**src/rtl/ppcp_pkg.sv**
```systemverilog
// ----------------------------------------------------------------------------
// ppcp_pkg
// Shared types and constants for the polyline closest-point block.
// ----------------------------------------------------------------------------
package ppcp_pkg;

   localparam int MaxVertices = 256;
   localparam int IdxW        = $clog2(MaxVertices);
   localparam int CntW        = IdxW + 1;
   localparam int CoordW      = 16;
   localparam int DiffW       = CoordW + 1;
   localparam int DotW        = 2 * DiffW + 1;
   localparam int QuotW       = 16;
   localparam int DistW       = 33;

   typedef struct packed {
      logic                     starts;
      logic signed [CoordW-1:0] x;
      logic signed [CoordW-1:0] y;
   } vertex_type;

   typedef enum logic [3:0] {
      ST_IDLE,
      ST_RD_A,
      ST_RD_B,
      ST_DIFF,
      ST_DOT,
      ST_DIV,
      ST_WAIT,
      ST_PROJ,
      ST_DIST,
      ST_SUM,
      ST_CMP,
      ST_DONE
   } state_type;

   localparam logic KIND_WRITE = 1'b0;
   localparam logic KIND_QUERY = 1'b1;

endpackage

```
**src/rtl/ppcp_divider.sv**
```systemverilog
// ----------------------------------------------------------------------------
// ppcp_divider
// Restoring divider giving floor(num * 2^16 / den) for 0 < num < den.
// ----------------------------------------------------------------------------
module ppcp_divider (
   input  logic                              clock,
   input  logic                              reset,
   input  logic                              start,
   input  logic [ppcp_pkg::DotW-1:0]         num,
   input  logic [ppcp_pkg::DotW-1:0]         den,
   output logic                              done,
   output logic [ppcp_pkg::QuotW-1:0]        quotient
);

   localparam int StepW = $clog2(ppcp_pkg::QuotW + 1);

   logic [ppcp_pkg::DotW:0]        rem_ff, rem_in;
   logic [ppcp_pkg::DotW-1:0]      den_ff, den_in;
   logic [ppcp_pkg::QuotW-1:0]     quo_ff, quo_in;
   logic [StepW-1:0]               cnt_ff, cnt_in;
   logic                           run_ff, run_in;
   logic                           done_ff, done_in;
   logic [ppcp_pkg::DotW+1:0]      trial;

   always_comb begin
      rem_in  = rem_ff;
      den_in  = den_ff;
      quo_in  = quo_ff;
      cnt_in  = cnt_ff;
      run_in  = run_ff;
      done_in = 1'b0;
      trial   = {rem_ff, 1'b0} - {2'b00, den_ff};
      if (start) begin
         rem_in = {1'b0, num};
         den_in = den;
         cnt_in = StepW'(ppcp_pkg::QuotW);
         run_in = 1'b1;
      end else if (run_ff) begin
         // one quotient bit a cycle
         if (!trial[ppcp_pkg::DotW+1]) begin
            rem_in = trial[ppcp_pkg::DotW:0];
            quo_in = {quo_ff[ppcp_pkg::QuotW-2:0], 1'b1};
         end else begin
            rem_in = {rem_ff[ppcp_pkg::DotW-1:0], 1'b0};
            quo_in = {quo_ff[ppcp_pkg::QuotW-2:0], 1'b0};
         end
         cnt_in = cnt_ff - 1'b1;
         if (cnt_ff == StepW'(1)) begin
            run_in  = 1'b0;
            done_in = 1'b1;
         end
      end
   end

   always_ff @(posedge clock) begin
      rem_ff <= rem_in;
      den_ff <= den_in;
      quo_ff <= quo_in;
      cnt_ff <= cnt_in;
      if (reset) begin
         run_ff  <= 1'b0;
         done_ff <= 1'b0;
      end else begin
         run_ff  <= run_in;
         done_ff <= done_in;
      end
   end

   assign done     = done_ff;
   assign quotient = quo_ff;

endmodule

```
**config.mk**
```make
export PLATFORM = sky130hd
export DESIGN_NAME = ppcp_divider
export DESIGN_NICKNAME = d
export VERILOG_FILES = /design/src/rtl/ppcp_pkg.sv /design/src/rtl/ppcp_divider.sv
export SDC_FILE = /design/constraint.sdc
export NUM_CORES = 1
export LEC_CHECK = 0
export ABC_AREA = 1
export ABC_CLOCK_PERIOD_IN_PS = 5950
export BUFFER_PORTS_ARGS = -buffer_cell sky130_fd_sc_hd__buf_2
export CAP_MARGIN = 20
export CORE_ASPECT_RATIO = 1.25
export CORE_MARGIN = 2
export CORE_UTILIZATION = 23
export DETAILED_ROUTE_END_ITERATION = 12
export GPL_ROUTABILITY_DRIVEN = 0
export PLACE_DENSITY_LB_ADDON = 0.3
export SETUP_SLACK_MARGIN = 0.5
export SLEW_MARGIN = 20
export SYNTH_ARGS = -nofsm -noshare
export SYNTH_HDL_FRONTEND = slang
export SYNTH_SLANG_ARGS = --single-unit
```
**constraint.sdc**
```tcl
create_clock -name clock -period 5.95 [get_ports clock]
set_clock_uncertainty 0.2 [all_clocks]
set_input_delay 0.2975 -clock clock [delete_from_list [all_inputs] [get_ports clock]]
set_output_delay 0.2975 -clock clock [all_outputs]
set_load 0.01 [all_outputs]
```
==> results.json, run 1 <==
{
  "crit_required_ps": 5860,
  "cts_buffer_depth": 2,
  "fill_cells": 3085,
  "fin_crit_ps": 2926,
  "p_leak_nw": 3.900,
  "p_total_mw": 2.725,
  "ir_drop_v": 0.0001385,
  "crit_chain": "inv_1 -> fa_1 -> nand3_1 -> nand3_1 -> nand4_1 -> nand3_2 -> nand2_2 -> nand3_1 -> nand2_4 -> nand2_1 -> nand3_1 -> nand2_1",
  "post_cts_buffers": 0,
  "setup_viol": 0,
  "num_rows": 68,
  "synthCells": 888,
  "fin_crit_sh": 0.4918,
  "grt_start_max_net_pins": 61,
  "hold_buffers": 41,
  "reg2reg_depth": 12,
  "grt_overflow_total": 0,
  "drv_cap": 0,
  "yosys_warnings": 0,
  "diodes": 0,
  "critPathArrivalTime_ps": 2830,
  "area_delta_synth_final_pct": 23.31,
  "slowest_stage": "fa_1",
  "cp.depth": 12,
  "core-area_um2": 27740,
  "crit_family": "simple AND/OR/NAND/NOR gates",
  "htree_levels": 3,
  "wl_per_cell_um": 13.07,
  "grt_pass1_wl_um": 28660,
  "via_per_inst": 4.228,
  "cts_resized": 0,
  "path_clk_slew_ps": 70,
  "max_slew_margin": 0.4957,
  "synth-seq-area-share": 0.4206,
  "die-width_um": 154.6,
  "synth_area_per_cell_um2": 7.344,
  "synth_area_um2": 6521,
  "die_area_um2": 29720,
  "clock_sinks": 94,
  "critPathMaxStageDelay_ps": 470,
  "status": "finished, final reports clean",
  "ant_nets": 0,
  "synth_seq_cells": 94,
  "dp_hpwl_um": 13970,
  "die_y_um": 192.3,
  "drtIter0Drc": 280,
  "via_count": 5809,
  "start_util": 0.2351,
  "pwr_density_cell_nw_per_um2": 338.8,
  "critPathMaxFanout": 36,
  "worst-path-buf-inv": 1,
  "finalSetupTns_ps": 0,
  "worst_slack_ps": 3024,
  "antenna_found_initial": 1,
  "synth-edff-count": 86,
  "synthFlopType": "edfxtp_1",
  "hold_violations": 0,
  "critPathCaptureType": "flip-flop",
  "drive_above_1_share": 0.1289,
  "firstDrtPassIters": 4,
  "grt_pass1_vias": 5856,
  "fin_nets": 1129,
  "synth_cell_types": 38,
  "async_flop_share": 0,
  "cts_buffers": 9,
  "drc_errors": 0,
  "syn_nets": 998,
  "rsz0062_at_grt": "no",
  "portBuffers": 89,
  "drv_slew": 0,
  "path_class": "reg -> reg",
  "post-place-ws_ps": 2987,
  "ios": 90,
  "cts_root_buf": "clkbuf_16",
  "cts_tree": "yes",
  "grt_usage": 0.1232,
  "wirelength_um": 17960,
  "hold_class": "in -> reg",
  "clk_latency_ps": 360,
  "fmax_ghz": 0.3417,
  "worst_pin_slew_ps": 751.8,
  "min_path_cells": 3,
  "critical_path.most_common_cell": "nand3_1",
  "startpoint_type": "flip-flop"
}
## path summary, 6_finish.rpt
path | from | to | slack [ps]
hold / removal | num[27] | rem_ff[27]$_DFFE_PP_ | 10
setup / recovery | den_ff[0]$_DFFE_PP_ | rem_ff[31]$_DFFE_PP_ | 3020
setup reg to reg | den_ff[0]$_DFFE_PP_ | rem_ff[31]$_DFFE_PP_ | 3020
hold reg to reg | quotient[8]$_DFFE_PP_ | quotient[9]$_DFFE_PP_ | 250
## final cells by class
cell class / instances / area, µm² / share of cell area
repair buffers: 133 / 878.3 / 0.1092
clock inverters: 6 / 68.82 / 0.008558
multi-input cells: 628 / 3110 / 0.3868
flip-flops and latches: 94 / 2743 / 0.3411
well taps: 350 / 437.9 / 0.05446
inverters: 153 / 574.3 / 0.07142
clock buffers: 10 / 229.0 / 0.02847
## Yosys cell counts, types with 6 or more instances
master | n | area, µm²
edfxtp_1 | 86 | 2582
xnor2_1 | 19 | 166.4
nor2_1 | 74 | 277.8
o21bai_1 | 8 | 60.06
o21ai_0 | 11 | 55.05
nand3_1 | 66 | 330.3
nand2_2 | 6 | 37.54
inv_1 | 144 | 540.5
a21oi_1 | 28 | 140.1
nand3b_1 | 9 | 67.56
dfxtp_1 | 8 | 160.2
nor3_1 | 10 | 50.05
buf_6 | 6 | 67.56
nand2_1 | 331 | 1242
ha_1 | 36 | 450.4
inv_2 | 8 | 30.03
## registers in the layout, indices dropped and copies added, names as in the netlist
name      flops
done          1
rem_ff       36
den_ff       35
cnt_ff        5
run_ff        1
quotient     16
## cells in the final DEF (no fill, tap or decap), types with 4 or more instances in the layout
master         synthesis  final
a21oi_1               28     28
inv_1                144    143
buf_2                  0     89
edfxtp_1              86     86
xnor2_1               19     19
nand2_1              331    331
nor3_1                10     10
o21ai_0               11     11
dfxtp_1                8      8
inv_2                  8      8
clkbuf_16              0      9
nand4_1                4      4
nor2_1                74     74
nand3_1               66     66
a21oi_2                4      4
nand3b_1               9      9
dlygate4sd3_1          0     41
ha_1                  36     36
nand2_2                6      6
o21bai_1               8      8
## worst min-delay path, stage by stage
cell and delay (ps):
buf_2 80, nand2_1 50, nand2_1 50
## logic make-up (layout without fill, tap and decap cells)
kind of cell / count (synthesis) / in the layout / synth area share
compound gates: 61 / 61 / 0.05449
buf+inv: 166 / 302 / 0.1025
xor+xnor: 19 / 19 / 0.02552
fa+ha+maj: 37 / 37 / 0.07214
flops: 94 / 94 / 0.4206
simple gates: 511 / 511 / 0.3248
## per-layer routing
| layer | global-route usage | routed length, µm | vias to the layer above | part of all wire |
|---|---|---|---|---|
| li1 | - | - | 3059 | - |
| met1 | 0.1411 | 7783 | 2634 | 0.43 |
| met2 | 0.2239 | 9119 | 88 | 0.51 |
| met3 | 0.02448 | 592 | 26 | 0.033 |
| met4 | 0.05093 | 458 | 2 | 0.025 |
| met5 | 0 | 11 | - | 0.00061 |
## power by group
group	leakage (nW)	switching [mW]	internal (mW)	total, mW
clock	0.149	0.267	0.331	0.597
combinational	2.84	0.790	0.445	1.24
sequential	0.911	0.0491	0.843	0.892
total	3.90	1.11	1.62	2.72
## per-stage QoR
step                cell area [µm²]    util  hold WS, ps  std cells
floorplan                      6521       -        176.0        888
CTS                            8041  0.2899       0.4993       1374
detailed placement             7333  0.2644        232.2       1317
global placement               7333  0.2644        226.5       1317
global route                   8041  0.2899        7.048       1374
finish                         8041  0.2899        12.84       1374
No activity file was read; power rests on OpenSTA's default activity.
==> inputs of run 2 (changes only) <==
ABC_CLOCK_PERIOD_IN_PS = 3000   (was 5950)
clock period = 3 ns   (was 5.95 ns; I/O delays follow)
==> results.json, run 2 (synthesis gave the netlist of run 1 again) <==
{
  "status": "finished, final reports clean",
  "ant_nets": 0,
  "antenna_found_initial": 0,
  "portBuffers": 89,
  "top_register": "rem_ff",
  "drive_above_1_share": 0.2468,
  "startpoint_type": "flip-flop",
  "area_delta_synth_final_pct": 45.84,
  "hold_class": "in -> reg",
  "worst_pin_slew_ps": 826.7,
  "critPathArrivalTime_ps": 2570,
  "die_y_um": 192.3,
  "clock_sinks": 94,
  "ios": 90,
  "drtIter0Drc": 356,
  "largest_register_ffs": 36,
  "clk_latency_ps": 360,
  "critPathMaxFanout": 5,
  "final_cell_mix": "304 x nand2_1, 135 x inv_1, 89 x buf_2",
  "p_total_mw": 6.472,
  "grt_start_max_net_pins": 43,
  "grt_pass1_vias": 6514,
  "grt_usage": 0.1373,
  "cts_buffers": 9,
  "fin_crit_sh": 0.8859,
  "via_count": 6255,
  "ir_drop_v": 0.0002980,
  "p_leak_nw": 4.380,
  "max_slew_margin": 0.4489,
  "critPathCaptureType": "flip-flop",
  "cts_root_buf": "clkbuf_16",
  "cts_buffer_depth": 2,
  "grt_overflow_total": 0,
  "worst_hold_slack_ps": 176.9,
  "layout_commonest_cell": "nand2_1",
  "diodes": 0,
  "die-width_um": 154.6,
  "path_class": "reg -> reg",
  "hold_violations": 0,
  "via_per_inst": 4.296,
  "wirelength_um": 20300,
  "placed_area_um2": 7383,
  "pwr_density_cell_nw_per_um2": 680.5,
  "path_clk_slew_ps": 70,
  "fin_crit_ps": 2658,
  "cts_tree": "yes",
  "die_area_um2": 29720,
  "setup_viol": 0,
  "finalSetupTns_ps": 0,
  "fmax_ghz": 0.3763,
  "rsz0062_at_grt": "yes",
  "firstDrtPassIters": 7,
  "drc_errors": 0,
  "fin_nets": 1212,
  "core-area_um2": 27740,
  "wl_per_cell_um": 13.94,
  "crit_required_ps": 2910,
  "start_util": 0.2351,
  "drv_cap": 0,
  "htree_levels": 3,
  "grt_pass1_wl_um": 31920,
  "dp_hpwl_um": 14030,
  "num_rows": 68,
  "final_area_um2": 9510,
  "drv_slew": 0
}
-- run 2: cell types whose count changed in the layout (fill, tap and decap cells not counted), moves of 5 or more --
cell	change
a21oi_1	-5
buf_12	+5
buf_4	+42
dlygate4sd3_1	+30
ha_1	-31
ha_4	+30
inv_1	-8
inv_2	+9
nand2_1	-27
nand2_2	+21
nand2_8	+7
nand3_1	-6
nor2_1	-5
-- run 2: final timing paths --
| check | from | end | slack (ps) | cells after the start |
|---|---|---|---|---|
| max | rem_ff[30]$_DFFE_PP_ | rem_ff[14]$_DFFE_PP_ | 340 | 12 |
| min | start | cnt_ff[0]$_SDFFE_PP0P_ | 180 | 2 |
| max reg2reg | rem_ff[30]$_DFFE_PP_ | rem_ff[14]$_DFFE_PP_ | 340 | 12 |
| min reg2reg | quotient[10]$_DFFE_PP_ | quotient[11]$_DFFE_PP_ | 250 | 0 |
-- run 2: critical path, cell delays in order (launching register included) --
cell      delay [ps]
edfxtp_1         440
ha_4             260
nand2_1           60
nand2_1          120
o21ai_1          220
nand2_2          110
a21oi_4          280
nand3_4          210
nand2_8          150
buf_4            140
nand2_1           50
nand3_1           70
nand2_1           70
-- run 2: metal layers --
metal	vias up	GRT usage	part of all wire
met5	-	0	0
met4	0	0.05912	0.033
met3	41	0.02201	0.028
met2	116	0.2536	0.51
met1	2857	0.1564	0.43
li1	3241	-	-
-- run 2: report_power, final --
part           leakage (nW)  internal [mW]  total (mW)  switching (mW)
logic                  3.33           1.54        3.47            1.93
registers             0.911           1.67        1.83           0.154
clock network         0.141          0.665        1.17           0.507
-- run 2: cell type report --
type	count	area [µm²]
clock buffers	10	239.0
repair buffers	213	1659
fillers	2946	18230
inverters	153	575.6
clock inverters	5	58.81
well taps	350	437.9
flip-flops and latches	94	2743
multi-input cells	631	3797
-- run 2: through the flow --
step | util | setup slack [ps] | std cells
3_3_place_gp | 0.2662 | 47.84 | 1322
6_report | 0.3429 | 342.3 | 1456
2_1_floorplan | - | 573.8 | 888
5_1_grt | 0.3429 | 228.1 | 1456
3_5_place_dp | 0.2662 | 14.86 | 1322
4_1_cts | 0.3320 | 457.7 | 1439
-- run 2: timing repair --
item | CTS | global route
cloned | 3 | 2
resized for setup | 78 | 38
endpoints found under the hold margin | 72 | 0
setup endpoints to repair | 37 | 36
pin swaps | 31 | 31
buffers inserted | 28 | 15
hold buffers | 71 | 0
==> inputs of run 3 (changes only) <==
ABC_CLOCK_PERIOD_IN_PS = 3300   (was 3000)
clock period = 3.3 ns   (was 3 ns; I/O delays follow)
==> results.json, run 3 (synthesis gave the netlist of run 1 again) <==
{
  "grt_pass1_vias": 6027,
  "grt_pass1_wl_um": 30090,
  "layout_commonest_cell": "nand2_1",
  "grt_start_max_net_pins": 43,
  "grt_usage": 0.1308,
  "worst_slack_ps": 632.8,
  "startpoint_type": "flip-flop",
  "worst-path-buf-inv": 3,
  "cts_buffer_depth": 2,
  "crit_chain": "ha_4 -> nand2_1 -> inv_2 -> nand2_1 -> o21ai_1 -> a21oi_2 -> buf_4 -> nand2_4 -> nand2_4 -> nand2_4 -> buf_4 -> nand2_1 -> nand3_1 -> nand2_1",
  "drv_slew": 0,
  "critical_path.most_common_cell": "nand2_1",
  "drv_cap": 0,
  "placed_area_um2": 7353,
  "top_register": "rem_ff",
  "worst_hold_slack_ps": 234.6,
  "min_path_cells": 2,
  "path_clk_slew_ps": 80,
  "via_count": 6014,
  "die-width_um": 154.6,
  "critPathCaptureType": "flip-flop",
  "final_area_um2": 8731,
  "cts_tree": "yes",
  "drtIter0Drc": 392,
  "rr_endpoint": "rem_ff[24]$_DFFE_PP_",
  "status": "finished, final reports clean",
  "wirelength_um": 19210,
  "r2r_setup_slack_ps": 630,
  "final_cell_mix": "329 x nand2_1, 144 x inv_1, 89 x buf_2",
  "p_leak_nw": 4.123,
  "worst_pin_slew_ps": 823.6,
  "diodes": 0,
  "largest_register_ffs": 36,
  "ant_nets": 0,
  "r2r_start": "rem_ff[25]$_DFFE_PP_",
  "drc_errors": 0,
  "via_per_inst": 4.247,
  "rsz0062_at_grt": "no",
  "portBuffers": 89,
  "fin_crit_sh": 0.8082,
  "die_area_um2": 29720,
  "drive_above_1_share": 0.1623,
  "ir_drop_v": 0.0002734,
  "clk_latency_ps": 370,
  "hp-start": "start",
  "start_util": 0.2351,
  "wl_per_cell_um": 13.56,
  "ios": 90,
  "cts_root_buf": "clkbuf_16",
  "hold_class": "in -> reg",
  "hold-path-endpoint": "cnt_ff[0]$_SDFFE_PP0P_",
  "path_class": "reg -> reg",
  "firstDrtPassIters": 7,
  "fin_nets": 1171,
  "critPathMaxFanout": 6,
  "setup_viol": 0,
  "htree_levels": 3,
  "num_rows": 68,
  "antenna_found_initial": 0,
  "utilization": 0.3148,
  "crit_family": "simple AND/OR/NAND/NOR gates",
  "fmax_ghz": 0.3749,
  "pwr_density_cell_nw_per_um2": 595.7,
  "grt_overflow_total": 0,
  "critPathArrivalTime_ps": 2590,
  "critPathLaunch": "rem_ff[25]$_DFFE_PP_",
  "fill_cells": 3023,
  "finalSetupTns_ps": 0,
  "slowest_stage": "edfxtp_1",
  "area_delta_synth_final_pct": 33.88,
  "core-area_um2": 27740,
  "die_y_um": 192.3,
  "fin_crit_ps": 2667,
  "cts_buffers": 9,
  "clock_sinks": 94,
  "crit_required_ps": 3230,
  "post-place-ws_ps": 322.6,
  "hold_violations": 0,
  "dp_hpwl_um": 13930,
  "critPathMaxStageDelay_ps": 460,
  "max_slew_margin": 0.4509,
  "reg2reg_depth": 14
}
[run 3: cell count changes in the layout (fill, tap and decap cells not counted), moves of 9 or more]
| cell | change |
|---|---|
| inv_1 | +9 |
| ha_4 | -17 |
| buf_4 | -36 |
| nand2_1 | +25 |
| ha_1 | +15 |
| inv_2 | -9 |
| nand2_2 | -23 |
[run 3: layout make-up]
cell class | count | area [µm²] | share of cell area
multi-input combinational | 630 | 3405 | 0.3899
sequential | 94 | 2743 | 0.3141
timing repair buffer | 173 | 1295 | 0.1483
inverter | 153 | 574.3 | 0.06578
tap | 350 | 437.9 | 0.05016
clock buffer | 10 | 229.0 | 0.02623
clock inverter | 6 | 47.55 | 0.005446
[run 3: stage by stage]
| stage | total power [mW] | std cells |
|---|---|---|
| after CTS | 5.094 | 1413 |
| after global placement | 3.836 | 1318 |
| after detailed placement | 3.837 | 1318 |
| final | 5.201 | 1416 |
| after global routing | 5.647 | 1416 |
| after floorplan | 3.329 | 888 |
[run 3: what timing repair did]
| item | 4_1_cts | 5_1_grt |
|---|---|---|
| hold endpoints to repair | 72 | 0 |
| hold buffers | 71 | 0 |
| pin swaps | 5 | 5 |
| cloned | 2 | 0 |
| resized for setup | 5 | 36 |
| setup buffers | 6 | 3 |
| setup endpoints to repair | 35 | 36 |
[run 3: worst register-to-register path: stages (launching register included)]
cell and delay (ps):
edfxtp_1 460, ha_4 340, nand2_1 80, inv_2 60, nand2_1 110, o21ai_1 260
a21oi_2 80, buf_4 170, nand2_4 100, nand2_4 80, nand2_4 90, buf_4 160
nand2_1 70, nand3_1 90, nand2_1 70
[run 3: power breakdown]
| part | switching (mW) | leakage, nW | internal, mW |
|---|---|---|---|
| registers | 0.113 | 0.911 | 1.52 |
| logic | 1.55 | 3.08 | 1.02 |
| clock network | 0.482 | 0.133 | 0.518 |
[run 3: layer usage]
layer	vias up	routed length [µm]	track usage
met5	-	0	0
met3	26	696	0.02425
li1	3151	-	-
met2	121	9687	0.2387
met4	0	595	0.05164
met1	2716	8225	0.1511
[run 3: worst max-delay path by stage]
| stage | cells after the start | slack [ps] | end |
|---|---|---|---|
| 5_1_grt | 14 | 470 | rem_ff[1]$_DFFE_PP_ |
| 6_report | 14 | 630 | rem_ff[24]$_DFFE_PP_ |
| 3_5_place_dp | 12 | 320 | rem_ff[28]$_DFFE_PP_ |
| 4_1_cts | 13 | 520 | rem_ff[18]$_DFFE_PP_ |
| 3_3_place_gp | 12 | 370 | rem_ff[1]$_DFFE_PP_ |
| 2_1_floorplan | 12 | 870 | rem_ff[13]$_DFFE_PP_ |
